--- config.mk ---
export PLATFORM = sky130hd
export DESIGN_NAME = imu_frame_deframer_tlv_split_top
export DESIGN_NICKNAME = d
export VERILOG_FILES = /design/src/ifd_pkg.sv /design/src/ifd_ram.sv /design/src/ifd_out.sv /design/src/ifd_ctrl.sv /design/src/imu_frame_deframer_tlv_split_top.sv
export SDC_FILE = /design/constraint.sdc
export NUM_CORES = 2
export LEC_CHECK = 0
export BUFFER_PORTS_ARGS = -buffer_cell sky130_fd_sc_hd__buf_2
export CORE_ASPECT_RATIO = 0.8
export CORE_MARGIN = 5
export CORE_UTILIZATION = 30
export CTS_BUF_LIST = sky130_fd_sc_hd__clkbuf_2 sky130_fd_sc_hd__clkbuf_4 sky130_fd_sc_hd__clkbuf_8
export DETAILED_ROUTE_END_ITERATION = 6
export PLACE_DENSITY = 0.44
export SYNTH_ARGS = -nofsm -noshare
export SYNTH_HDL_FRONTEND = slang
export SYNTH_MEMORY_MAX_BITS = 65536
export SYNTH_SLANG_ARGS = --single-unit
--- constraint.sdc ---
create_clock -name clk -period 16.8 [get_ports clk]
set_input_delay 0 -clock clk [delete_from_list [all_inputs] [get_ports clk]]
set_output_delay 0 -clock clk [all_outputs]
set_load 0.01 [all_outputs]
--- src/ifd_pkg.sv ---
`timescale 1ns / 1ps
`default_nettype none

package ifd_pkg;

    // Defaults for the top-level parameters.
    localparam int STORE_DEPTH_DEF = 512;
    localparam int MAX_RESULTS_DEF = 64;

    // Frame constants.
    localparam logic [7:0] SYNC_FIRST_RESET  = 8'h59;
    localparam logic [7:0] SYNC_SECOND_RESET = 8'h53;
    localparam int         FRAME_OVERHEAD    = 7;
    localparam int         VALUE_BYTES       = 16;

    // Configuration port.
    localparam int         CFG_AW          = 8;
    localparam logic [7:0] REG_SYNC_FIRST  = 8'd0;
    localparam logic [7:0] REG_SYNC_SECOND = 8'd1;

    // Sequencer states.
    typedef enum logic [4:0] {
        ST_IDLE,
        ST_CHECK,
        ST_SYNC0,
        ST_SYNC1,
        ST_TID0,
        ST_TID1,
        ST_LEN,
        ST_SUM,
        ST_CK1,
        ST_CK2,
        ST_REC,
        ST_RID,
        ST_RLEN,
        ST_NLEN,
        ST_VSET,
        ST_VRD,
        ST_VDAT,
        ST_EMIT,
        ST_FINISH
    } ifd_state_t;

    // One record as handed to the output stage.
    typedef struct packed {
        logic [15:0] tid;
        logic [7:0]  id;
        logic [7:0]  len;
        logic [31:0] w0;
        logic [31:0] w1;
        logic [31:0] w2;
        logic [31:0] w3;
        logic        frame_last;
    } ifd_rec_t;

    // Controls from the sequencer to the output stage.
    typedef struct packed {
        logic push;
        logic flush;
        logic dropped;
    } ifd_ctl_t;

endpackage

`default_nettype wire

--- src/ifd_ram.sv ---
`timescale 1ns / 1ps
`default_nettype none

module ifd_ram #(
    parameter int WIDTH = 8,
    parameter int DEPTH = 512
) (
    input  wire logic                     clk,
    input  wire logic                     we,
    input  wire logic [$clog2(DEPTH)-1:0] waddr,
    input  wire logic [WIDTH-1:0]         wdata,
    input  wire logic [$clog2(DEPTH)-1:0] raddr,
    output logic      [WIDTH-1:0]         rdata
);

    logic [WIDTH-1:0] mem_reg [DEPTH];

    // One write port and one registered read port.
    always_ff @(posedge clk)
    begin
        if (we)
        begin
            mem_reg[waddr] <= wdata;
        end
        rdata <= mem_reg[raddr];
    end

endmodule

`default_nettype wire

--- src/ifd_out.sv ---
`timescale 1ns / 1ps
`default_nettype none

module ifd_out
    import ifd_pkg::*;
(
    input  wire logic     clk,
    input  wire logic     rst_n,
    input  wire ifd_ctl_t ctl,
    input  wire ifd_rec_t rec,
    output logic          can_push,
    output logic          out_valid,
    input  wire logic     out_stall,
    output logic [15:0]   frame_tid,
    output logic [7:0]    record_id,
    output logic [7:0]    record_len,
    output logic [31:0]   value_word0,
    output logic [31:0]   value_word1,
    output logic [31:0]   value_word2,
    output logic [31:0]   value_word3,
    output logic          frame_last,
    output logic          run_last,
    output logic          records_dropped
);

    logic     pend_valid_reg;
    ifd_rec_t pend_reg;
    logic     out_valid_reg;
    ifd_rec_t out_rec_reg;
    logic     run_last_reg;
    logic     dropped_reg;
    logic     slot_free;

    // The held record is passed on only once the next one, or the end of the run,
    // tells whether it is the last word for its input byte.
    assign slot_free = !out_valid_reg || !out_stall;
    assign can_push  = !pend_valid_reg || slot_free;

    // Control: valid flags.
    always_ff @(posedge clk or negedge rst_n)
    begin
        if (!rst_n)
        begin
            pend_valid_reg <= 1'b0;
            out_valid_reg  <= 1'b0;
        end
        else
        begin
            priority if (ctl.push && pend_valid_reg && slot_free)
            begin
                out_valid_reg <= 1'b1;
            end
            else if (ctl.push)
            begin
                pend_valid_reg <= 1'b1;
                if (slot_free)
                begin
                    out_valid_reg <= 1'b0;
                end
            end
            else if (ctl.flush && pend_valid_reg && slot_free)
            begin
                pend_valid_reg <= 1'b0;
                out_valid_reg  <= 1'b1;
            end
            else if (slot_free)
            begin
                out_valid_reg <= 1'b0;
            end
        end
    end

    // Payload registers.
    always_ff @(posedge clk)
    begin
        if (ctl.push)
        begin
            pend_reg <= rec;
        end
        if (pend_valid_reg && slot_free && (ctl.push || ctl.flush))
        begin
            out_rec_reg  <= pend_reg;
            run_last_reg <= ctl.flush;
            dropped_reg  <= ctl.flush && ctl.dropped;
        end
    end

    assign out_valid       = out_valid_reg;
    assign frame_tid       = out_rec_reg.tid;
    assign record_id       = out_rec_reg.id;
    assign record_len      = out_rec_reg.len;
    assign value_word0     = out_rec_reg.w0;
    assign value_word1     = out_rec_reg.w1;
    assign value_word2     = out_rec_reg.w2;
    assign value_word3     = out_rec_reg.w3;
    assign frame_last      = out_rec_reg.frame_last;
    assign run_last        = run_last_reg;
    assign records_dropped = dropped_reg;

endmodule

`default_nettype wire

--- src/ifd_ctrl.sv ---
`timescale 1ns / 1ps
`default_nettype none

module ifd_ctrl
    import ifd_pkg::*;
#(
    parameter int STORE_DEPTH          = STORE_DEPTH_DEF,
    parameter int MAX_RESULTS_PER_BYTE = MAX_RESULTS_DEF
) (
    input  wire logic                           clk,
    input  wire logic                           rst_n,
    input  wire logic                           cfg_we,
    input  wire logic [CFG_AW-1:0]              cfg_addr,
    input  wire logic [7:0]                     cfg_wdata,
    input  wire logic                           in_valid,
    output logic                                in_stall,
    input  wire logic [7:0]                     rx_byte,
    output logic                                ram_we,
    output logic [$clog2(STORE_DEPTH)-1:0]      ram_waddr,
    output logic [7:0]                          ram_wdata,
    output logic [$clog2(STORE_DEPTH)-1:0]      ram_raddr,
    input  wire logic [7:0]                     ram_rdata,
    input  wire logic                           can_push,
    output ifd_ctl_t                            ctl,
    output ifd_rec_t                            rec
);

    localparam int AW = $clog2(STORE_DEPTH);
    localparam int FW = $clog2(STORE_DEPTH + 1);
    localparam int SW = ((AW > 10) ? AW : 10) + 1;
    localparam int CW = $clog2(MAX_RESULTS_PER_BYTE + 1);

    ifd_state_t     state_reg;
    ifd_state_t     state_next;
    logic [AW-1:0]  head_reg;
    logic [FW-1:0]  fill_reg;
    logic [CW-1:0]  count_reg;
    logic           drop_reg;
    logic [7:0]     sync1_reg;
    logic [7:0]     sync2_reg;
    logic           b0ok_reg;
    logic           ck1ok_reg;
    logic [15:0]    tid_reg;
    logic [7:0]     mlen_reg;
    logic [7:0]     s1_reg;
    logic [7:0]     s2_reg;
    logic [9:0]     idx_reg;
    logic [7:0]     off_reg;
    logic [7:0]     rid_reg;
    logic [7:0]     rlen_reg;
    logic [9:0]     nrec_reg;
    logic           last_reg;
    logic [4:0]     vi_reg;
    logic [7:0]     vbyte_reg [VALUE_BYTES];

    logic           accept;
    logic [9:0]     total_c;
    logic [9:0]     mtotal;
    logic           short_c;
    logic [9:0]     idx_inc;
    logic [9:0]     nrec_c;
    logic [9:0]     mlen_w;
    logic [7:0]     s1_c;
    logic [4:0]     vlen;
    logic           room;
    logic [9:0]     rd_off;
    logic           drop_en;
    logic [9:0]     drop_n;

    // Physical address of a byte that lies off places after the front.
    function automatic logic [AW-1:0] phys(input logic [AW-1:0] base,
                                           input logic [SW-1:0] off);
        logic [SW-1:0] s;
        s = SW'(base) + off;
        if (s >= SW'(STORE_DEPTH))
        begin
            s = s - SW'(STORE_DEPTH);
        end
        return s[AW-1:0];
    endfunction

    // Shared arithmetic.
    assign accept   = in_valid && (state_reg == ST_IDLE);
    assign in_stall = (state_reg != ST_IDLE);
    assign mlen_w   = {2'b00, mlen_reg};
    assign total_c  = 10'(FRAME_OVERHEAD) + {2'b00, ram_rdata};
    assign mtotal   = 10'(FRAME_OVERHEAD) + mlen_w;
    assign short_c  = SW'(fill_reg) < SW'(total_c);
    assign idx_inc  = idx_reg + 10'd1;
    assign nrec_c   = {2'b00, off_reg} + 10'd2 + {2'b00, ram_rdata};
    assign s1_c     = s1_reg + ram_rdata;
    assign vlen     = (rlen_reg > 8'(VALUE_BYTES)) ? 5'(VALUE_BYTES) : rlen_reg[4:0];
    assign room     = count_reg < CW'(MAX_RESULTS_PER_BYTE);

    // Next state.
    always_comb
    begin
        state_next = state_reg;
        unique case (state_reg)
            ST_IDLE:   state_next = in_valid ? ST_CHECK : ST_IDLE;
            ST_CHECK:  state_next = (SW'(fill_reg) < SW'(FRAME_OVERHEAD)) ? ST_FINISH
                                                                          : ST_SYNC0;
            ST_SYNC0:  state_next = ST_SYNC1;
            ST_SYNC1:  state_next = (b0ok_reg && ram_rdata == sync2_reg) ? ST_TID0
                                                                         : ST_CHECK;
            ST_TID0:   state_next = ST_TID1;
            ST_TID1:   state_next = ST_LEN;
            ST_LEN:    state_next = short_c ? ST_FINISH : ST_SUM;
            ST_SUM:    state_next = (idx_inc == 10'd5 + mlen_w) ? ST_CK1 : ST_SUM;
            ST_CK1:    state_next = ST_CK2;
            ST_CK2:    state_next = (ck1ok_reg && ram_rdata == s2_reg) ? ST_REC : ST_CHECK;
            ST_REC:    state_next = ({2'b00, off_reg} + 10'd2 > mlen_w) ? ST_CHECK : ST_RID;
            ST_RID:    state_next = ST_RLEN;
            ST_RLEN:
            begin
                priority if (nrec_c > mlen_w)
                    state_next = ST_CHECK;
                else if (nrec_c + 10'd2 <= mlen_w)
                    state_next = ST_NLEN;
                else
                    state_next = ST_VSET;
            end
            ST_NLEN:   state_next = ST_VSET;
            ST_VSET:   state_next = ST_VRD;
            ST_VRD:    state_next = (vi_reg < vlen) ? ST_VDAT : ST_EMIT;
            ST_VDAT:   state_next = ST_VRD;
            ST_EMIT:
            begin
                priority if (room && !can_push)
                    state_next = ST_EMIT;
                else if (last_reg)
                    state_next = ST_CHECK;
                else
                    state_next = ST_REC;
            end
            ST_FINISH: state_next = can_push ? ST_IDLE : ST_FINISH;
            default:   state_next = ST_IDLE;
        endcase
    end

    // Outputs: store read address, front drops and output-stage controls.
    always_comb
    begin
        rd_off      = 10'd0;
        drop_en     = 1'b0;
        drop_n      = 10'd0;
        ctl.push    = 1'b0;
        ctl.flush   = 1'b0;
        ctl.dropped = drop_reg;
        unique case (state_reg)
            ST_SYNC0:  rd_off = 10'd1;
            ST_SYNC1:
            begin
                rd_off = 10'd2;
                if (!(b0ok_reg && ram_rdata == sync2_reg))
                begin
                    drop_en = 1'b1;
                    drop_n  = 10'd1;
                end
            end
            ST_TID0:   rd_off = 10'd3;
            ST_TID1:   rd_off = 10'd4;
            ST_LEN:    rd_off = 10'd2;
            ST_SUM:    rd_off = idx_inc;
            ST_CK1:    rd_off = 10'd6 + mlen_w;
            ST_CK2:
            begin
                if (!(ck1ok_reg && ram_rdata == s2_reg))
                begin
                    drop_en = 1'b1;
                    drop_n  = 10'd1;
                end
            end
            ST_REC:
            begin
                rd_off = 10'd5 + {2'b00, off_reg};
                if ({2'b00, off_reg} + 10'd2 > mlen_w)
                begin
                    drop_en = 1'b1;
                    drop_n  = mtotal;
                end
            end
            ST_RID:    rd_off = 10'd6 + {2'b00, off_reg};
            ST_RLEN:
            begin
                rd_off = 10'd6 + nrec_c;
                if (nrec_c > mlen_w)
                begin
                    drop_en = 1'b1;
                    drop_n  = mtotal;
                end
            end
            ST_VRD:    rd_off = 10'd7 + {2'b00, off_reg} + {5'd0, vi_reg};
            ST_EMIT:
            begin
                ctl.push = room && can_push;
                if (last_reg && !(room && !can_push))
                begin
                    drop_en = 1'b1;
                    drop_n  = mtotal;
                end
            end
            ST_FINISH: ctl.flush = 1'b1;
            default:   rd_off = 10'd0;
        endcase
    end

    // Store ports.
    assign ram_we    = accept;
    assign ram_waddr = (fill_reg == FW'(STORE_DEPTH)) ? '0 : phys(head_reg, SW'(fill_reg));
    assign ram_wdata = rx_byte;
    assign ram_raddr = phys(head_reg, SW'(rd_off));

    // Record handed to the output stage.
    always_comb
    begin
        rec.tid        = tid_reg;
        rec.id         = rid_reg;
        rec.len        = rlen_reg;
        rec.w0         = {vbyte_reg[3], vbyte_reg[2], vbyte_reg[1], vbyte_reg[0]};
        rec.w1         = {vbyte_reg[7], vbyte_reg[6], vbyte_reg[5], vbyte_reg[4]};
        rec.w2         = {vbyte_reg[11], vbyte_reg[10], vbyte_reg[9], vbyte_reg[8]};
        rec.w3         = {vbyte_reg[15], vbyte_reg[14], vbyte_reg[13], vbyte_reg[12]};
        rec.frame_last = last_reg;
    end

    // Control state: sequencer, store window, per-byte result count, registers.
    always_ff @(posedge clk or negedge rst_n)
    begin
        if (!rst_n)
        begin
            state_reg <= ST_IDLE;
            head_reg  <= '0;
            fill_reg  <= '0;
            count_reg <= '0;
            drop_reg  <= 1'b0;
            sync1_reg <= SYNC_FIRST_RESET;
            sync2_reg <= SYNC_SECOND_RESET;
        end
        else
        begin
            state_reg <= state_next;
            if (cfg_we && cfg_addr == REG_SYNC_FIRST)
            begin
                sync1_reg <= cfg_wdata;
            end
            if (cfg_we && cfg_addr == REG_SYNC_SECOND)
            begin
                sync2_reg <= cfg_wdata;
            end
            if (accept)
            begin
                count_reg <= '0;
                drop_reg  <= 1'b0;
                if (fill_reg == FW'(STORE_DEPTH))
                begin
                    head_reg <= '0;
                    fill_reg <= FW'(1);
                end
                else
                begin
                    fill_reg <= fill_reg + FW'(1);
                end
            end
            else if (drop_en)
            begin
                head_reg <= phys(head_reg, SW'(drop_n));
                fill_reg <= fill_reg - FW'(drop_n);
            end
            if (state_reg == ST_EMIT)
            begin
                if (ctl.push)
                begin
                    count_reg <= count_reg + CW'(1);
                end
                else if (!room)
                begin
                    drop_reg <= 1'b1;
                end
            end
        end
    end

    // Frame and record working registers.
    always_ff @(posedge clk)
    begin
        unique case (state_reg)
            ST_SYNC0:  b0ok_reg <= (ram_rdata == sync1_reg);
            ST_TID0:   tid_reg[7:0] <= ram_rdata;
            ST_TID1:   tid_reg[15:8] <= ram_rdata;
            ST_LEN:
            begin
                mlen_reg <= ram_rdata;
                s1_reg   <= 8'd0;
                s2_reg   <= 8'd0;
                idx_reg  <= 10'd2;
                off_reg  <= 8'd0;
            end
            ST_SUM:
            begin
                s1_reg  <= s1_c;
                s2_reg  <= s2_reg + s1_c;
                idx_reg <= idx_inc;
            end
            ST_CK1:    ck1ok_reg <= (ram_rdata == s1_reg);
            ST_RID:    rid_reg <= ram_rdata;
            ST_RLEN:
            begin
                rlen_reg <= ram_rdata;
                nrec_reg <= nrec_c;
                last_reg <= 1'b1;
            end
            ST_NLEN:   last_reg <= !(nrec_reg + 10'd2 + {2'b00, ram_rdata} <= mlen_w);
            ST_VSET:
            begin
                vi_reg <= 5'd0;
                for (int i = 0; i < VALUE_BYTES; i++)
                begin
                    vbyte_reg[i] <= 8'd0;
                end
            end
            ST_VDAT:
            begin
                vbyte_reg[vi_reg[3:0]] <= ram_rdata;
                vi_reg <= vi_reg + 5'd1;
            end
            ST_EMIT:
            begin
                if (!(room && !can_push))
                begin
                    off_reg <= nrec_reg[7:0];
                end
            end
            default:   b0ok_reg <= b0ok_reg;
        endcase
    end

endmodule

`default_nettype wire

--- src/imu_frame_deframer_tlv_split_top.sv ---
`timescale 1ns / 1ps
`default_nettype none

// Channel   Handshake                Words
// input     in_valid / in_stall      rx_byte
// output    out_valid / out_stall    frame_tid, record_id, record_len, value_word0..3,
//                                    frame_last, run_last, records_dropped
// config    cfg_we                   cfg_addr, cfg_wdata
//
// One byte at a time: the next byte is taken only after the scan caused by the
// previous one is over. The scan runs from one store read per cycle unless paused:
// a bad header byte is dropped, a checksum pass reads the whole frame, a record
// reads at most 16 value bytes, plus the next length when another record follows.
// Each byte ends with a closing fill check, which reads the header when a frame is
// still short, and a hand-off of the last word. Reset clears the fill count and the
// sequencer; the byte store itself is never cleared. A stalled output holds one word
// while one more record waits behind it; the scan pauses only when both are full.

module imu_frame_deframer_tlv_split_top
    import ifd_pkg::*;
#(
    parameter int STORE_DEPTH          = STORE_DEPTH_DEF,
    parameter int MAX_RESULTS_PER_BYTE = MAX_RESULTS_DEF
) (
    input  wire logic              clk,
    input  wire logic              rst_n,
    input  wire logic              cfg_we,
    input  wire logic [CFG_AW-1:0] cfg_addr,
    input  wire logic [7:0]        cfg_wdata,
    input  wire logic              in_valid,
    output logic                   in_stall,
    input  wire logic [7:0]        rx_byte,
    output logic                   out_valid,
    input  wire logic              out_stall,
    output logic [15:0]            frame_tid,
    output logic [7:0]             record_id,
    output logic [7:0]             record_len,
    output logic [31:0]            value_word0,
    output logic [31:0]            value_word1,
    output logic [31:0]            value_word2,
    output logic [31:0]            value_word3,
    output logic                   frame_last,
    output logic                   run_last,
    output logic                   records_dropped
);

    localparam int AW = $clog2(STORE_DEPTH);

    logic          ram_we;
    logic [AW-1:0] ram_waddr;
    logic [7:0]    ram_wdata;
    logic [AW-1:0] ram_raddr;
    logic [7:0]    ram_rdata;
    logic          can_push;
    ifd_ctl_t      ctl;
    ifd_rec_t      rec;

    // Byte store.
    ifd_ram #(
        .WIDTH (8),
        .DEPTH (STORE_DEPTH)
    ) u_ram (
        .clk   (clk),
        .we    (ram_we),
        .waddr (ram_waddr),
        .wdata (ram_wdata),
        .raddr (ram_raddr),
        .rdata (ram_rdata)
    );

    // Scan sequencer.
    ifd_ctrl #(
        .STORE_DEPTH          (STORE_DEPTH),
        .MAX_RESULTS_PER_BYTE (MAX_RESULTS_PER_BYTE)
    ) u_ctrl (
        .clk       (clk),
        .rst_n     (rst_n),
        .cfg_we    (cfg_we),
        .cfg_addr  (cfg_addr),
        .cfg_wdata (cfg_wdata),
        .in_valid  (in_valid),
        .in_stall  (in_stall),
        .rx_byte   (rx_byte),
        .ram_we    (ram_we),
        .ram_waddr (ram_waddr),
        .ram_wdata (ram_wdata),
        .ram_raddr (ram_raddr),
        .ram_rdata (ram_rdata),
        .can_push  (can_push),
        .ctl       (ctl),
        .rec       (rec)
    );

    // Result hold and output register.
    ifd_out u_out (
        .clk             (clk),
        .rst_n           (rst_n),
        .ctl             (ctl),
        .rec             (rec),
        .can_push        (can_push),
        .out_valid       (out_valid),
        .out_stall       (out_stall),
        .frame_tid       (frame_tid),
        .record_id       (record_id),
        .record_len      (record_len),
        .value_word0     (value_word0),
        .value_word1     (value_word1),
        .value_word2     (value_word2),
        .value_word3     (value_word3),
        .frame_last      (frame_last),
        .run_last        (run_last),
        .records_dropped (records_dropped)
    );

endmodule

`default_nettype wire

==> metrics.md <==
| Metric | Value |
|---|---|
| Hold Violations, Final | `0` |
| Startpoint types | `flop` |
| Worst-Margin Slew | `1.525 ns` |
| Clock sink count | `about 4700` |
| Die span in x | `888.5 um` |
| Syn_area_per_cell | `19.45 sq um` |
| Clock Path Buffers | `4` |
| Post-route ant nets | `0` |
| Worst hold stages | `0` |
| CP required | `17.87 ns` |
| Max IR drop VDD | `0.0002612 V` |
| RR Endpoint | `u_ram.rdata[0]` |
| Yosys top cell by area | `edfxtp_1` |
| Fill cell total of the finished layout | `roughly 58000` |
| Crit Path Max Fanout | `between 80 and 90` |
| Wire per inst | `29.11 um` |
| Synth area leaders | `edfxtp_1 75%, mux4_2 13%, nand2_1 1.6%` |
| Setup TNS | `0 ns` |
| Fmax | `about 110 MHz` |
| Synth-to-layout area growth | `14.24%` |
| Die height | `712.8 um` |
| Die ar. | `633300 sq um` |
| Slew margin rel. | `-2.022%` |
| Mapped cell area | `~190000 sq um` |
| Initial antenna violation count | `47` |
| Initial core utilization | `around 30%` |
| HP Start | `u_out.pend_reg[96]` |
| Post-synth EDFFs | `4640` |
| Flop-to-flop setup slack | `7.67 ns` |
| Worst-case hold path end point | `u_out.value_word1[31]` |
| Clock Pin Slew Worst Setup and Hold Paths | `0.06 ns` |
| Number of synthesized register bits | `~4700` |
| Core Area | `616200 sq um` |
| Row count | `258` |
| Worst Path Arrival | `10.20 ns` |
| Initial DRC Count | `10140` |
| Clock Latency Late Sink | `1.35 ns` |
| Placer Congestion | `0.8094` |
| Fin nets | `10380` |
| Primary FF master, synth | `edfxtp_1` |
| Yosys cell types | `87` |
| RSZ-0062 raised after global routing | `false` |
| Total grt overflow | `0` |
| Most frequent cells after synthesis | `4640 x edfxtp_1, 1048 x mux4_2, 791 x nand2_1` |
| Max-cap violations | `1` |
| Clock Tree Root | `clkbuf_8` |
| CTS Buf Count | `746` |
| Area occupied by multi-input gates | `42140 sq um` |
| Status | `finished with violations` |
| Dpl hpwl | `about 330000 um` |
| Post-synth top area share | `75.23%` |
| Routed vias | `96200` |
| CP endpoint kind | `flop` |
| Io pins | `slightly below 200` |
| Leak pwr | `66.88 nW` |
| Utilization of the core after routing | `34.33%` |
| Largest net degree at the start of global routing | `165` |
| Total Routing Usage GR | `16.97%` |
| Clock skew | `roughly 0.15 ns` |
| Cells after Synth | `roughly 9500` |
| Synthesized Nets | `just under 10000` |
| CTS tree | `built` |
| Top-count cell post-synth | `edfxtp_1` |
| FF+latch area | `140800 sq um` |
| Ys Warns | `0` |
| Min Clock Period, post-route | `9.131 ns` |
| Ys async rst share | `1.064%` |
| Number of global-route vias before repair | `98530` |
| FF-to-FF path depth | `19` |
| R2R Path Start | `u_ram.rdata[1]` |
| Share of cells above drive strength 1 | `roughly 25%` |
| Seq/Total Area, Yosys | `75.99%` |
| Total Wirelength | `553200 um` |
| Failing checks | `max-capacitance violations, max-slew violations` |
| Pwr dens | `192.0 nW/um^2` |
| Final routed DRC violation total | `0` |
| Pre-antenna DRT Iters | `5` |
| Largest register FFs | `4096` |
| Port Buffers | `slightly below 200` |
| Final setup vio count | `0` |
| Kind of critical path | `reg2reg` |
| Vias/cell | `5.063` |
| Htree depth | `6` |
| First-pass GRT wire length | `slightly below 800000 um` |
| Tcrit/Tclk final | `54.35%` |
| Worst Hold Class | `reg2reg` |
| Slew Viols, Final | `2` |
[through the flow]
step                      worst slack (ns)  hold slack [ns]  instances  power, mW  area, sq um
after CTS                            7.841           0.2110      18990      41.21       211600
final                                7.669           0.3971      19000      40.63       211600
after global routing                 7.511           0.3704      18990      42.58       211600
after detailed placement             7.925           0.2067      17560      31.47       196200
after global placement               7.868           0.1950      17560      31.51       196200
after floorplan                      1.479          -0.2956       9523      25.10       185200
[cell type report]
| type | instances | share of cell area [%] |
|---|---|---|
| Timing Repair Buffer | 466 | 1.785 |
| Antenna cell | 13 | 0.01538 |
| Sequential cell | 4698 | 66.53 |
| Clock buffer | 1019 | 5.845 |
| Inverter | 61 | 0.1082 |
| Tap cell | 8190 | 4.843 |
| Clock inverter | 330 | 0.9604 |
| Multi-Input combinational cell | 4224 | 19.92 |
[critical path, stage by stage, from the launching register on]
cell and delay (ns):
dfxtp_1 0.61, buf_4 0.38, clkinv_1 0.18, fa_1 0.61
inv_1 0.21, o21ai_0 0.13, a32oi_1 0.27, o221ai_1 0.18
a211o_1 0.39, fa_4 1.28, buf_4 0.63, buf_4 0.66
buf_12 0.50, mux4_2 0.31, nand2_1 0.06, nand3_1 0.19
a31oi_1 0.27, a221o_1 0.54, or4_1 0.52, mux2i_1 0.59
[cell families (layout without fill, tap and decap cells)]
kind of cell | count (synthesis) | after routing | share of synthesized area [%]
XOR/XNOR | 154 | 154 | 0.7323
buffers and inverters | 601 | 1876 | 1.483
AO/OA/AOI/OAI | 510 | 510 | 1.896
multiplexers | 1208 | 1208 | 13.62
flip-flops | 4698 | 4698 | 75.99
other | 0 | 13 | 0
adder cells (fa/ha/maj) | 149 | 149 | 1.043
AND/OR/NAND/NOR | 2203 | 2203 | 5.229
[placed cells by master, fill, tap and decap left out, types with 21 or more instances in the layout]
cell           instances
a21o_1                21
mux2i_1              142
nand4_1               53
edfxtp_1            4640
buf_12                26
and2_1                30
ha_1                 139
clkbuf_4             265
o21ai_0               69
xnor2_1              105
nand3_1              350
xor2_1                44
clkinv_1             194
nor3_1                25
a21oi_1               83
nand2_1              751
buf_2                185
o22ai_1               25
inv_1                 58
mux4_2              1048
dlygate4sd3_1         67
nor2_1               691
and3_1               144
a31oi_1              120
buf_4                170
clkinv_2              73
clkbuf_8             754
a32oi_1               67
dfrtp_1               42
[routing by layer]
layer,global-route usage (%),vias up,part of all wire (%)
li1,-,39920,-
met1,25.60,51830,47
met2,25.31,3654,44
met3,3.282,790,7.0
met4,3.996,6,2.3
met5,0,-,0.0051
[report_power, final]
part           total (mW)  internal, mW  switching [mW]  leakage (nW)
registers            13.2          13.0           0.146          42.5
logic                17.8          7.08            10.8          16.8
clock network        9.64          4.97            4.67          7.62
[repair_timing]
action	4_1_cts	5_1_grt
buffers inserted	0	0
hold buffers	76	0
resized for setup	0	0
hold endpoints to repair	2580	0
[worst max path at each step]
stage                             endpoint                 from  slack [ns]  cells past startpoint
final                       u_ram.rdata[0]       u_ram.rdata[1]        7.67                     19
after global routing        u_ram.rdata[0]       u_ram.rdata[1]        7.51                     19
after floorplan           u_out.frame_last  u_ctrl.state_reg[1]        1.48                      8
after global placement      u_ram.rdata[0]       u_ram.rdata[1]        7.87                     19
after CTS                   u_ram.rdata[0]       u_ram.rdata[1]        7.84                     19
after detailed placement    u_ram.rdata[0]       u_ram.rdata[1]        7.93                     19
Power figures use the tool's default switching activity.
